===== config.mk =====
export PLATFORM = sky130hd
export DESIGN_NAME = modbus_rtu_frame_checker_unit_flat
export DESIGN_NICKNAME = d
export VERILOG_FILES = /design/src/rtl/core/mrfc_pkg.sv /design/src/rtl/core/mrfc_if.sv /design/src/rtl/core/mrfc_cfg_regs.sv /design/src/rtl/core/mrfc_frame_acc.sv /design/src/rtl/core/mrfc_result.sv /design/src/rtl/core/modbus_rtu_frame_checker_unit.sv /design/src/flat_wrapper.sv
export SDC_FILE = /design/constraint.sdc
export NUM_CORES = 1
export LEC_CHECK = 0
export ABC_AREA = 1
export ABC_CLOCK_PERIOD_IN_PS = 2950
export BUFFER_PORTS_ARGS = -buffer_cell sky130_fd_sc_hd__buf_2
export CORE_ASPECT_RATIO = 1.4
export CORE_MARGIN = 10
export CORE_UTILIZATION = 39
export CTS_CLUSTER_SIZE = 24
export DETAILED_ROUTE_END_ITERATION = 10
export SYNTH_ARGS = -nofsm -noshare
export SYNTH_HDL_FRONTEND = slang
export SYNTH_SLANG_ARGS = --single-unit

===== constraint.sdc =====
create_clock -name clk -period 2.95 [get_ports clk]
set_input_delay 0.295 -clock clk [delete_from_list [all_inputs] [get_ports clk]]
set_output_delay 0.295 -clock clk [all_outputs]
set_load 0.05 [all_outputs]

===== src/rtl/core/mrfc_pkg.sv =====
package mrfc_pkg;

  localparam int unsigned CFG_IDX_W = 8;
  localparam int unsigned CFG_DATA_W = 64;

  localparam logic [CFG_IDX_W-1:0] CFG_HANDLER_CODES = 8'd0;
  localparam logic [CFG_IDX_W-1:0] CFG_HANDLER_VALID = 8'd1;
  localparam logic [CFG_IDX_W-1:0] CFG_MIN_FRAME_LEN = 8'd2;
  localparam logic [CFG_IDX_W-1:0] CFG_MIN_REG_LEN   = 8'd3;

  localparam logic [15:0] CRC_POLY = 16'hA001;
  localparam logic [15:0] CRC_INIT = 16'hFFFF;

  // Address, function and CRC bytes
  localparam logic [3:0] FIXED_OVERHEAD = 4'd4;
  // Both register fields need bytes two through five
  localparam logic [3:0] REG_FIELDS_END = 4'd6;
  localparam logic [8:0] CRC_BYTES      = 9'd2;

  typedef enum logic [1:0] {
    ST_OK         = 2'd0,
    ST_TOO_SHORT  = 2'd1,
    ST_CRC_ERR    = 2'd2,
    ST_NO_HANDLER = 2'd3
  } status_t;

  typedef struct packed {
    logic [63:0] handler_codes;
    logic [7:0]  handler_valid;
    logic [3:0]  min_frame_len;
    logic [3:0]  min_reg_len;
  } cfg_t;

  // Frame summary handed from the accumulator to the result stage
  typedef struct packed {
    logic [15:0] crc_calc;
    logic [15:0] crc_recv;
    logic [8:0]  len;
    logic [7:0]  addr;
    logic [7:0]  func;
    logic [15:0] reg_addr;
    logic [15:0] reg_word;
  } frame_sum_t;

  typedef struct packed {
    status_t     status;
    logic [7:0]  slave_address;
    logic [7:0]  function_code;
    logic [2:0]  handler_index;
    logic [15:0] register_address;
    logic [15:0] register_word;
    logic        register_fields_valid;
    logic [7:0]  payload_length;
    logic [8:0]  frame_length;
  } result_t;

  // Reflected CRC-16, one byte, eight bit steps
  function automatic logic [15:0] crc16_feed(logic [15:0] crc, logic [7:0] b);
    logic [15:0] c;
    c = crc ^ {8'h00, b};
    for (int k = 0; k < 8; k++) begin
      c = c[0] ? ((c >> 1) ^ CRC_POLY) : (c >> 1);
    end
    return c;
  endfunction

endpackage


===== src/rtl/core/mrfc_if.sv =====
interface mrfc_in_if;
  logic       valid;
  logic       ready;
  logic [7:0] data_byte;
  logic       frame_last;

  modport source (output valid, output data_byte, output frame_last, input ready);
  modport sink   (input valid, input data_byte, input frame_last, output ready);
endinterface

interface mrfc_out_if import mrfc_pkg::*; ();
  logic        valid;
  logic        ready;
  status_t     status;
  logic [7:0]  slave_address;
  logic [7:0]  function_code;
  logic [2:0]  handler_index;
  logic [15:0] register_address;
  logic [15:0] register_word;
  logic        register_fields_valid;
  logic [7:0]  payload_length;
  logic [8:0]  frame_length;

  modport source (
    output valid, output status, output slave_address, output function_code,
    output handler_index, output register_address, output register_word,
    output register_fields_valid, output payload_length, output frame_length,
    input ready
  );
  modport sink (
    input valid, input status, input slave_address, input function_code,
    input handler_index, input register_address, input register_word,
    input register_fields_valid, input payload_length, input frame_length,
    output ready
  );
endinterface

interface mrfc_cfg_if import mrfc_pkg::*; ();
  logic                  valid;
  logic                  ready;
  logic [CFG_IDX_W-1:0]  index;
  logic [CFG_DATA_W-1:0] data;

  modport source (output valid, output index, output data, input ready);
  modport sink   (input valid, input index, input data, output ready);
endinterface


===== src/rtl/core/mrfc_cfg_regs.sv =====
module mrfc_cfg_regs import mrfc_pkg::*; (
  input  logic       clk,
  input  logic       rst_n,
  mrfc_cfg_if.sink   cfg,
  output cfg_t       cfg_q
);

  cfg_t cfg_r;

  assign cfg.ready = 1'b1;
  assign cfg_q     = cfg_r;

  always_ff @(posedge clk) begin
    if (!rst_n) begin
      cfg_r.handler_codes <= '0;
      cfg_r.handler_valid <= '0;
      cfg_r.min_frame_len <= 4'd4;
      cfg_r.min_reg_len   <= 4'd8;
    end else if (cfg.valid) begin
      case (cfg.index)
        CFG_HANDLER_CODES: cfg_r.handler_codes <= cfg.data;
        CFG_HANDLER_VALID: cfg_r.handler_valid <= cfg.data[7:0];
        CFG_MIN_FRAME_LEN: cfg_r.min_frame_len <= cfg.data[3:0];
        CFG_MIN_REG_LEN:   cfg_r.min_reg_len   <= cfg.data[3:0];
        default: ;
      endcase
    end
  end

endmodule


===== src/rtl/core/mrfc_frame_acc.sv =====
module mrfc_frame_acc import mrfc_pkg::*; #(
  parameter int MAX_FRAME_LEN = 256
) (
  input  logic       clk,
  input  logic       rst_n,
  mrfc_in_if.sink    in_ch,
  input  logic       slot_free,
  output logic       sum_valid,
  output frame_sum_t sum
);

  localparam logic [8:0] MaxLen = 9'(MAX_FRAME_LEN);

  // Input register
  logic        s1_valid_r;
  logic [7:0]  s1_byte_r;
  logic        s1_last_r;

  // Per-frame state
  logic [15:0] crc_r, crc_nxt;
  logic [7:0]  dly0_r, dly1_r;
  logic [8:0]  cnt_r, cnt_nxt;
  logic [7:0]  addr_r, addr_nxt;
  logic [7:0]  func_r, func_nxt;
  logic [15:0] rega_r, rega_nxt;
  logic [15:0] regw_r, regw_nxt;

  logic advance;

  // A last byte needs the result slot; others always move on
  assign advance     = s1_valid_r && (!s1_last_r || slot_free);
  assign in_ch.ready = !s1_valid_r || advance;

  always_comb begin
    crc_nxt  = (cnt_r >= CRC_BYTES) ? crc16_feed(crc_r, dly1_r) : crc_r;
    cnt_nxt  = (cnt_r < MaxLen) ? cnt_r + 9'd1 : cnt_r;
    addr_nxt = addr_r;
    func_nxt = func_r;
    rega_nxt = rega_r;
    regw_nxt = regw_r;
    case (cnt_r)
      9'd0: addr_nxt = s1_byte_r;
      9'd1: func_nxt = s1_byte_r;
      9'd2: rega_nxt = {s1_byte_r, 8'h00};
      9'd3: rega_nxt = {rega_r[15:8], s1_byte_r};
      9'd4: regw_nxt = {s1_byte_r, 8'h00};
      9'd5: regw_nxt = {regw_r[15:8], s1_byte_r};
      default: ;
    endcase
  end

  assign sum_valid     = advance && s1_last_r;
  assign sum.crc_calc  = crc_nxt;
  assign sum.crc_recv  = {s1_byte_r, dly0_r};
  assign sum.len       = cnt_nxt;
  assign sum.addr      = addr_nxt;
  assign sum.func      = func_nxt;
  assign sum.reg_addr  = rega_nxt;
  assign sum.reg_word  = regw_nxt;

  always_ff @(posedge clk) begin
    if (!rst_n) begin
      s1_valid_r <= 1'b0;
    end else if (in_ch.ready) begin
      s1_valid_r <= in_ch.valid;
    end
  end

  always_ff @(posedge clk) begin
    if (in_ch.ready && in_ch.valid) begin
      s1_byte_r <= in_ch.data_byte;
      s1_last_r <= in_ch.frame_last;
    end
  end

  always_ff @(posedge clk) begin
    if (!rst_n || (advance && s1_last_r)) begin
      crc_r  <= CRC_INIT;
      dly0_r <= '0;
      dly1_r <= '0;
      cnt_r  <= '0;
      addr_r <= '0;
      func_r <= '0;
      rega_r <= '0;
      regw_r <= '0;
    end else if (advance) begin
      crc_r  <= crc_nxt;
      dly0_r <= s1_byte_r;
      dly1_r <= dly0_r;
      cnt_r  <= cnt_nxt;
      addr_r <= addr_nxt;
      func_r <= func_nxt;
      rega_r <= rega_nxt;
      regw_r <= regw_nxt;
    end
  end

endmodule


===== src/rtl/core/mrfc_result.sv =====
module mrfc_result import mrfc_pkg::*; #(
  parameter int MAX_HANDLERS = 8
) (
  input  logic       clk,
  input  logic       rst_n,
  input  cfg_t       cfg_q,
  input  logic       sum_valid,
  input  frame_sum_t sum,
  output logic       slot_free,
  mrfc_out_if.source out_ch
);

  logic    out_valid_r;
  result_t res_r, res_nxt;

  logic [3:0] min_len;
  logic [3:0] min_reg;
  logic       too_short;
  logic       found;
  logic [2:0] idx;
  status_t    st;

  assign slot_free = !out_valid_r || out_ch.ready;

  always_comb begin
    min_len   = (cfg_q.min_frame_len < FIXED_OVERHEAD) ? FIXED_OVERHEAD
                                                       : cfg_q.min_frame_len;
    min_reg   = (cfg_q.min_reg_len < REG_FIELDS_END) ? REG_FIELDS_END
                                                     : cfg_q.min_reg_len;
    too_short = sum.len < {5'd0, min_len};

    // Walk down so the lowest matching entry wins
    found = 1'b0;
    idx   = '0;
    for (int i = MAX_HANDLERS - 1; i >= 0; i--) begin
      if (cfg_q.handler_valid[i] && (cfg_q.handler_codes[8*i +: 8] == sum.func)) begin
        found = 1'b1;
        idx   = 3'(i);
      end
    end

    if (too_short) begin
      st = ST_TOO_SHORT;
    end else if (sum.crc_calc != sum.crc_recv) begin
      st = ST_CRC_ERR;
    end else if (!found) begin
      st = ST_NO_HANDLER;
    end else begin
      st = ST_OK;
    end

    res_nxt.status        = st;
    res_nxt.slave_address = too_short ? 8'h00 : sum.addr;
    res_nxt.function_code = (sum.len < CRC_BYTES) ? 8'h00 : sum.func;
    res_nxt.handler_index = (st == ST_OK) ? idx : 3'd0;
    if (sum.len >= {5'd0, min_reg}) begin
      res_nxt.register_address      = sum.reg_addr;
      res_nxt.register_word         = sum.reg_word;
      res_nxt.register_fields_valid = 1'b1;
    end else begin
      res_nxt.register_address      = '0;
      res_nxt.register_word         = '0;
      res_nxt.register_fields_valid = 1'b0;
    end
    res_nxt.payload_length = too_short ? 8'h00
                                       : 8'(sum.len - {5'd0, FIXED_OVERHEAD});
    res_nxt.frame_length   = sum.len;
  end

  always_ff @(posedge clk) begin
    if (!rst_n) begin
      out_valid_r <= 1'b0;
    end else if (slot_free) begin
      out_valid_r <= sum_valid;
    end
  end

  always_ff @(posedge clk) begin
    if (slot_free && sum_valid) begin
      res_r <= res_nxt;
    end
  end

  assign out_ch.valid                 = out_valid_r;
  assign out_ch.status                = res_r.status;
  assign out_ch.slave_address         = res_r.slave_address;
  assign out_ch.function_code         = res_r.function_code;
  assign out_ch.handler_index         = res_r.handler_index;
  assign out_ch.register_address      = res_r.register_address;
  assign out_ch.register_word         = res_r.register_word;
  assign out_ch.register_fields_valid = res_r.register_fields_valid;
  assign out_ch.payload_length        = res_r.payload_length;
  assign out_ch.frame_length          = res_r.frame_length;

endmodule


===== src/rtl/core/modbus_rtu_frame_checker_unit.sv =====
// Channel    Dir  Payload                                         Transfer
// in_port    in   data_byte, frame_last                           valid & ready
// out_port   out  status, header, register fields, lengths        valid & ready
// cfg_port   in   index, data (register write)                    valid & ready
//
// One byte per cycle sustained while no final byte waits for the result slot. A byte
// is held in the input register; the final byte of a frame is then folded into the
// result register, which drives out_port, once the result slot is free.
// The result register separates the two sides: a waiting result only stalls
// the next final byte, ordinary bytes keep flowing.
// rst_n (synchronous, active low) clears config to defaults and all frame state.
module modbus_rtu_frame_checker_unit import mrfc_pkg::*; #(
  parameter int MAX_HANDLERS  = 8,
  parameter int MAX_FRAME_LEN = 256
) (
  input  logic       clk,
  input  logic       rst_n,
  mrfc_in_if.sink    in_port,
  mrfc_out_if.source out_port,
  mrfc_cfg_if.sink   cfg_port
);

  // Register file; the user must write it only while no frame is in flight (not enforced here)
  cfg_t       cfg_q;

  // Frame summary from the accumulator, valid on the cycle a last byte retires
  logic       sum_valid;
  frame_sum_t sum;

  // Result slot free: empty, or its result is being transferred this cycle
  logic       slot_free;

  mrfc_cfg_regs u_cfg (
    .clk   (clk),
    .rst_n (rst_n),
    .cfg   (cfg_port),
    .cfg_q (cfg_q)
  );

  // Input register, CRC over all but the trailing two bytes (held in a
  // two-byte delay line), header capture and saturating byte count
  mrfc_frame_acc #(
    .MAX_FRAME_LEN (MAX_FRAME_LEN)
  ) u_acc (
    .clk       (clk),
    .rst_n     (rst_n),
    .in_ch     (in_port),
    .slot_free (slot_free),
    .sum_valid (sum_valid),
    .sum       (sum)
  );

  // Status priority: too short, then CRC mismatch, then no handler.
  // Handler lookup picks the lowest valid entry whose code matches.
  mrfc_result #(
    .MAX_HANDLERS (MAX_HANDLERS)
  ) u_res (
    .clk       (clk),
    .rst_n     (rst_n),
    .cfg_q     (cfg_q),
    .sum_valid (sum_valid),
    .sum       (sum),
    .slot_free (slot_free),
    .out_ch    (out_port)
  );

endmodule

===== src/flat_wrapper.sv =====
// flat-port wrapper written by rule: the top's interface ports become plain ports
module modbus_rtu_frame_checker_unit_flat import mrfc_pkg::*;
#(
  parameter int MAX_HANDLERS  = 8,
  parameter int MAX_FRAME_LEN = 256
)
  (clk, rst_n, in_port_valid, in_port_data_byte, in_port_frame_last, in_port_ready, out_port_valid, out_port_status, out_port_slave_address, out_port_function_code, out_port_handler_index, out_port_register_address, out_port_register_word, out_port_register_fields_valid, out_port_payload_length, out_port_frame_length, out_port_ready, cfg_port_valid, cfg_port_index, cfg_port_data, cfg_port_ready);
  mrfc_in_if in_port_i ();
  mrfc_out_if out_port_i ();
  mrfc_cfg_if cfg_port_i ();
  input  logic clk;
  input  logic rst_n;
  input wire logic [$bits(in_port_i.valid)-1:0] in_port_valid;
  input wire logic [$bits(in_port_i.data_byte)-1:0] in_port_data_byte;
  input wire logic [$bits(in_port_i.frame_last)-1:0] in_port_frame_last;
  output wire logic [$bits(in_port_i.ready)-1:0] in_port_ready;
  output wire logic [$bits(out_port_i.valid)-1:0] out_port_valid;
  output wire logic [$bits(out_port_i.status)-1:0] out_port_status;
  output wire logic [$bits(out_port_i.slave_address)-1:0] out_port_slave_address;
  output wire logic [$bits(out_port_i.function_code)-1:0] out_port_function_code;
  output wire logic [$bits(out_port_i.handler_index)-1:0] out_port_handler_index;
  output wire logic [$bits(out_port_i.register_address)-1:0] out_port_register_address;
  output wire logic [$bits(out_port_i.register_word)-1:0] out_port_register_word;
  output wire logic [$bits(out_port_i.register_fields_valid)-1:0] out_port_register_fields_valid;
  output wire logic [$bits(out_port_i.payload_length)-1:0] out_port_payload_length;
  output wire logic [$bits(out_port_i.frame_length)-1:0] out_port_frame_length;
  input wire logic [$bits(out_port_i.ready)-1:0] out_port_ready;
  input wire logic [$bits(cfg_port_i.valid)-1:0] cfg_port_valid;
  input wire logic [$bits(cfg_port_i.index)-1:0] cfg_port_index;
  input wire logic [$bits(cfg_port_i.data)-1:0] cfg_port_data;
  output wire logic [$bits(cfg_port_i.ready)-1:0] cfg_port_ready;
  assign in_port_i.valid = in_port_valid;
  assign in_port_i.data_byte = in_port_data_byte;
  assign in_port_i.frame_last = in_port_frame_last;
  assign in_port_ready = in_port_i.ready;
  assign out_port_valid = out_port_i.valid;
  assign out_port_status = out_port_i.status;
  assign out_port_slave_address = out_port_i.slave_address;
  assign out_port_function_code = out_port_i.function_code;
  assign out_port_handler_index = out_port_i.handler_index;
  assign out_port_register_address = out_port_i.register_address;
  assign out_port_register_word = out_port_i.register_word;
  assign out_port_register_fields_valid = out_port_i.register_fields_valid;
  assign out_port_payload_length = out_port_i.payload_length;
  assign out_port_frame_length = out_port_i.frame_length;
  assign out_port_i.ready = out_port_ready;
  assign cfg_port_i.valid = cfg_port_valid;
  assign cfg_port_i.index = cfg_port_index;
  assign cfg_port_i.data = cfg_port_data;
  assign cfg_port_ready = cfg_port_i.ready;
  modbus_rtu_frame_checker_unit #(.MAX_HANDLERS(MAX_HANDLERS), .MAX_FRAME_LEN(MAX_FRAME_LEN)) u_core (.clk(clk), .rst_n(rst_n), .in_port(in_port_i), .out_port(out_port_i), .cfg_port(cfg_port_i));
endmodule

**Word level (Yosys, flattened, before mapping)**

Cells that the tools add are included.

- $lt $le $gt $ge: 7
- Reduce and logical (&&, ||, !) cells: 30
- Equal/unequal tests: 17
- Bitwise logic cells: 10
- $add $sub $neg: 2
- Multiplexer cells: 35

Operators by type and width:

| operator | count |
|---|---|
| two-way mux 16 bit | 9 |
| equality test 8 bit | 8 |
| case mux 16 bit (2 select lines) | 2 |
| inverter 2 -> 3 bit | 8 |
| equality test 9 x 2 -> 1 bit, second input constant | 2 |
| equality test 9 x 3 -> 1 bit, second input constant | 2 |
| equality test 8 x 2 -> 1 bit, second input constant | 2 |
| two-way mux 8 bit | 2 |
| != test 16 bit | 1 |
| bitwise XOR 16 x 8 -> 16 bit | 1 |
| logical AND 1 bit | 12 |
| two-way mux 3 bit | 4 |
| two-way mux 1 bit | 10 |
| two-way mux 2 bit | 5 |
| adder 9 x 1 -> 9 bit, second input constant | 1 |
| equality test 9 x 1 -> 1 bit, second input constant | 1 |
| >= comparator 9 x 2 -> 1 bit, second input constant | 1 |
| >= comparator 9 x 4 -> 1 bit | 1 |
| logical NOT 9 bit | 1 |
| less-than comparator 9 x 2 -> 1 bit, second input constant | 1 |
| less-than comparator 9 x 4 -> 1 bit | 1 |
| less-than comparator 9 bit, second input constant | 1 |
| two-way mux 9 bit | 1 |
| equality test 8 x 1 -> 1 bit, second input constant | 1 |
| 12 further kinds | 23 |

- Logic and storage cells: 128
- Register bits after elaboration: 251
- Output and inout port bits: 74

**Logic depth before layout (Yosys ltp)**

- Depth in word-level cells: 24
- Mapped depth: 20

**Hierarchy**

A second synthesis with hierarchy kept.

- Cell total of the unflattened synthesis: 1736
- Area total of the unflattened synthesis: 12713.4 um^2

Modules (own cells, without submodules):

| module | times used | seq. area each (um^2) | cells an instance | area each (um^2) |
|---|---|---|---|---|
| mrfc_frame_acc | 1 | 2072.0 | 721 | 4973.5 |
| mrfc_result | 1 | 2152.1 | 495 | 4205.3 |
| mrfc_cfg_regs | 1 | 1601.5 | 520 | 3534.6 |

**Worst setup path after synthesis**

No wires, ideal clock.

- Path type: reg-to-reg
- Start: reg u_core.u_res.out_valid_r, in the netlist u_core.u_res.out_ch.valid
- End: reg u_core.u_res.res_r (netlist bit u_core.u_res.out_ch.frame_length[0]) (enable)
- Arrival time: 2.405 ns
- Setup time: 0.426 ns
- Path slack: 0.119 ns
- Stages on the path, launching flop included: 8
- Buffers on the path: 0
- Path through: dfxtp_1 inv_1 nor2_1 nand2_1 nand2_1 inv_2 nand2_1 inv_1

- Longest elaborated chain between the ends: 6

RTL lines:

| element | line | source |
|---|---|---|
| start: declaration | mrfc_result.sv:13 | `logic out_valid_r;` |
| start signal: assignment | mrfc_result.sv:74 | `out_valid_r <= sum_valid;` |
| logical NOT 1 bit * | mrfc_result.sv:23 | `assign slot_free = !out_valid_r \|\| out_ch.ready;` |
| logical OR 1 bit * | mrfc_result.sv:23 |  |
| logical OR 1 bit | mrfc_frame_acc.sv:31 | `assign advance = s1_valid_r && (!s1_last_r \|\| slot_free);` |
| logical AND 1 bit | mrfc_frame_acc.sv:31 |  |
| logical AND 1 bit | mrfc_frame_acc.sv:52 | `assign sum_valid = advance && s1_last_r;` |
| logical AND 1 bit * | mrfc_result.sv:79 | `if (slot_free && sum_valid) begin` |
| end signal: assignment | mrfc_result.sv:80 | `res_r <= res_nxt;` |
| end: declaration | mrfc_result.sv:14 | `result_t res_r, res_nxt;` |

Every way passes the cells marked *; elsewhere a longest branch is shown, timed or not.
A chain may end at the register's enable or synchronous reset.

==> flow_summary_export.csv <==
group,metric,value,unit
grt,grt_usage,16.7,%
sta,slew_violations,0,
die,ioPinCount,160,
cells_and_area,layout-drive-gt1-share,15.8,%
die,die_w,169,um
placement,io_buffers,158,
sta,final_hold_viol_count,0,
placement,dp_hpwl,24.3,mm
clock_tree,clk_latency,0.55,ns
placement,dp_slack,0.188,ns
detailed_routing,vias_per_cell,4.87,
sta,fin_skew,0.0191,ns
sta,relSlewSlack,38.3,%
detailed_routing,ant_nets,0,
cells_and_area,area.growth.synth_to_final,19.5,%
cells_and_area,instances_no_fill,2179,
worst_hold_path,hold_path_depth,3,
synthesis,yosysTopAreaCell,"dfxtp_1",
clock_tree,htree_levels,1,
run_status,status,"complete, no violations",
clock_tree,root_buffer,"clkbuf_16",
placement,dp.cells,2108,
setup_path,critPathSlowestCell,"dfxtp_1",
synthesis,synth-seq-cells,251,
sta,fin_ws,0.287,ns
setup_path,reg2reg_slack,0.29,ns
placement,gp_congestion,0.890,
setup_path,critPathKind,"reg -> reg",
flow_run,maxCapViolations,0,
sta,tns,0,ns
setup_path,setup.worst_path.start,"u_core.u_acc.cnt_r[0]$_SDFFE_PP0P_",
power_and_ir_drop,power_leakage,6.57,nW
setup_path,crit_arrival,2.95,ns
setup_path,reg2reg_from,"u_core.u_acc.cnt_r[0]$_SDFFE_PP0P_",
synthesis,synth_top_flop_cell,"dfxtp_1",
setup_path,critPathRequiredTime,3.24,ns
die,initial_core_util,39.4,%
synthesis,syn_inst,1589,
sta,worstMarginPinSlew,0.924,ns
synthesis,synth-seq-area-share,48.3,%
cells_and_area,nNetsFinal,1868,
synthesis,synth-async-reset-ratio,0,%
worst_hold_path,min_from,"cfg_port_data[39]",
setup_path,crit_path_start_kind,"register",
clock_tree,clock_sinks,251,
synthesis,synthTopCellsByArea,"dfxtp_1 28%, edfxtp_1 20%, nand2_1 11%, inv_1 7.2%, o21ai_0 6.6%",
setup_path,r2r_cells,17,
grt,antenna_found_initial,0,
setup_path,r2r-end,"u_core.u_res.out_ch.status[1]$_DFFE_PP_",
cells_and_area,n_antenna_cell,0,
grt,grt_pass1_wl,53.3,mm
detailed_routing,detail_route.wl_per_cell,15.2,um
detailed_routing,drt_iter0_markers,495,
cells_and_area,layout_common_cells,"348 x nand2_1, 229 x inv_1, 198 x nor2_1",
synthesis,syn-num-nets,1687,
detailed_routing,totalWireLength,33.1,mm
clock_tree,cts_tree,"built",
power_and_ir_drop,p_per_area,566,nW/um2
setup_path,path_cells,"buf_4, ha_1, nand2_4, nor2_8, nand2_8, nand2_1, o21ai_4, buf_12, xor2_1, nor2_1, nand3_1, nand2_1, nor2_2, nand2_4, nand2_1, nand2_1, inv_1",
grt,grt_max_degree,91,
sta,max_freq,0.376,GHz
synthesis,syn_area_per_cell,7.58,um2
synthesis,yosys_warnings,0,
detailed_routing,dr.pass1.iters,7,
detailed_routing,vias,10604,
detailed_routing,drc,0,
synthesis,synth_top_cell_area_share,28.4,%
clock_tree,ctsLongestPathBuffers,3,
power_and_ir_drop,power,8.15,mW
die,core,30600,um2
clock_tree,cts_buffers,26,
grt,grt_pass1_vias,10271,
clock_tree,clkTransAtPathRegs,0.06,ns
sta,period_share,90.3,%
cells_and_area,layout_commonest_cell,"nand2_1",
synthesis,synthesis.area,12000,um2
placement,postPlaceCellArea,13300,um2
synthesis,yosysUniqueCellTypes,47,
sta,fin_crit,2.66,ns
die,rows,76,
cells_and_area,final_cell_area,14400,um2
die,die_area,38400,um2
worst_hold_path,hold_class,"in -> reg",
setup_path,crit_path_end_kind,"register",
setup_path,critPathMaxFanout,17,
setup_path,critPathMostFrequentCell,"nand2_1",
setup_path,cpPeakStageDelay,0.33,ns
die,die_h,228,um
power_and_ir_drop,ir_drop,436,uV
synthesis,synth_edf_count,80,
setup_path,worstSetupEndpoint,"u_core.u_res.out_ch.status[1]$_DFFE_PP_",
grt,grt_overflow_total,0,
sta,setup_viol,0,
==> registers in the layout, summed over array words and instances (netlist names) <==
signal / flops
u_core.u_cfg.cfg_q: 80
u_core.u_acc.crc_r: 16
u_core.u_acc.rega_r: 16
u_core.u_acc.regw_r: 16
u_core.u_res.out_ch.register_address: 16
u_core.u_res.out_ch.register_word: 16
u_core.u_acc.cnt_r: 9
u_core.u_res.out_ch.frame_length: 9
u_core.u_acc.addr_r: 8
u_core.u_acc.dly0_r: 8
u_core.u_acc.dly1_r: 8
u_core.u_acc.func_r: 8
u_core.u_acc.s1_byte_r: 8
u_core.u_res.out_ch.function_code: 8
u_core.u_res.out_ch.payload_length: 8
u_core.u_res.out_ch.slave_address: 8
u_core.u_res.out_ch.handler_index: 3
u_core.u_res.out_ch.status: 2
u_core.u_acc.s1_last_r: 1
u_core.u_acc.s1_valid_r: 1
u_core.u_res.out_ch.register_fields_valid: 1
u_core.u_res.out_ch.valid: 1
==> Yosys cell counts, types with 4 or more instances <==
cell      count
nand2_1     351
inv_1       231
nor2_1      198
dfxtp_1     171
o21ai_0     160
a21oi_1     101
edfxtp_1     80
nand3_1      56
clkbuf_1     45
o211ai_1     28
xor2_1       28
o22ai_1      20
nand4_1      13
ha_1         12
xnor2_1      10
inv_2         8
buf_2         7
nand3b_1      7
buf_1         6
nand2_2       6
nor3_1        4
o21ai_4       4
==> how the worst min path moves through the flow <==
stage,end,slack [ns]
after floorplan,u_core.u_acc.s1_byte_r[0]$_DFFE_PP_,0.39
after global placement,u_core.u_cfg.cfg_q[70]$_SDFFE_PN0P_,0.45
after detailed placement,u_core.u_cfg.cfg_q[38]$_SDFFE_PN0P_,0.46
after CTS,u_core.u_cfg.cfg_q[68]$_SDFFE_PN0P_,0.0003
after global routing,u_core.u_cfg.cfg_q[72]$_SDFFE_PN0P_,0.03
final,u_core.u_cfg.cfg_q[55]$_SDFFE_PN0P_,0.02
==> cell type report <==
type                       instances  area [um2]
timing repair buffer             217        1310
fill                            3086       16200
sequential                       251        5830
clock buffer                      31         701
tap                              390         488
inverter                         240         920
clock inverter                    16         101
multi-input combinational       1034        5060
==> metrics by stage <==
stage | util, % | hold slack [ns]
4_1_cts | 46.8 | 0.000271
3_5_place_dp | 43.5 | 0.459
3_3_place_gp | 43.5 | 0.454
6_report | 47.0 | 0.0167
2_1_floorplan | - | 0.394
5_1_grt | 47.0 | 0.0284
==> kinds of logic (layout without fill, tap and decap cells) <==
| group | after synthesis | in the layout | share of synthesized area [%] |
|---|---|---|---|
| AND/OR/NAND/NOR | 659 | 659 | 22.8 |
| buffers and inverters | 304 | 504 | 9.99 |
| other | 1 | 1 | 0.0311 |
| AO/OA/AOI/OAI | 324 | 324 | 14.8 |
| flip-flops | 251 | 251 | 48.3 |
| adder cells (fa/ha/maj) | 12 | 12 | 1.25 |
| XOR/XNOR | 38 | 38 | 2.76 |
==> report_power, final <==
| part | switching [mW] | leakage, nW | internal [mW] |
|---|---|---|---|
| Clock | 1.40 | 0.392 | 1.71 |
| Sequential | 0.0624 | 2.17 | 3.69 |
| Combinational | 0.865 | 4.01 | 0.426 |
==> critical path: cells and delay by family (launching register included) <==
family | cells | cell delay, ns
AND/OR/NAND/NOR | 11 | 1.29
flip-flops | 1 | 0.33
buffers and inverters | 3 | 0.33
adder cells (fa/ha/maj) | 1 | 0.24
XOR/XNOR | 1 | 0.14
AO/OA/AOI/OAI | 1 | 0.07
==> per-layer routing <==
| metal | vias to the layer above | share of wire [%] | wire length (um) | global-route usage, % |
|---|---|---|---|---|
| met2 | 219 | 51 | 17000 | 30.2 |
| met3 | 69 | 4.4 | 1460 | 2.77 |
| met4 | 0 | 3.5 | 1160 | 6.46 |
| met1 | 4864 | 41 | 13500 | 19.0 |
| met5 | - | 0 | 0 | 0 |
| li1 | 5452 | - | - | - |
==> what timing repair did <==
item	in CTS	in global routing
setup buffers	0	3
resized for setup	0	8
hold endpoints to repair	21	0
hold buffers	21	0
endpoints found under the setup margin	0	5
Note: power is estimated with default switching activity, not from simulation.
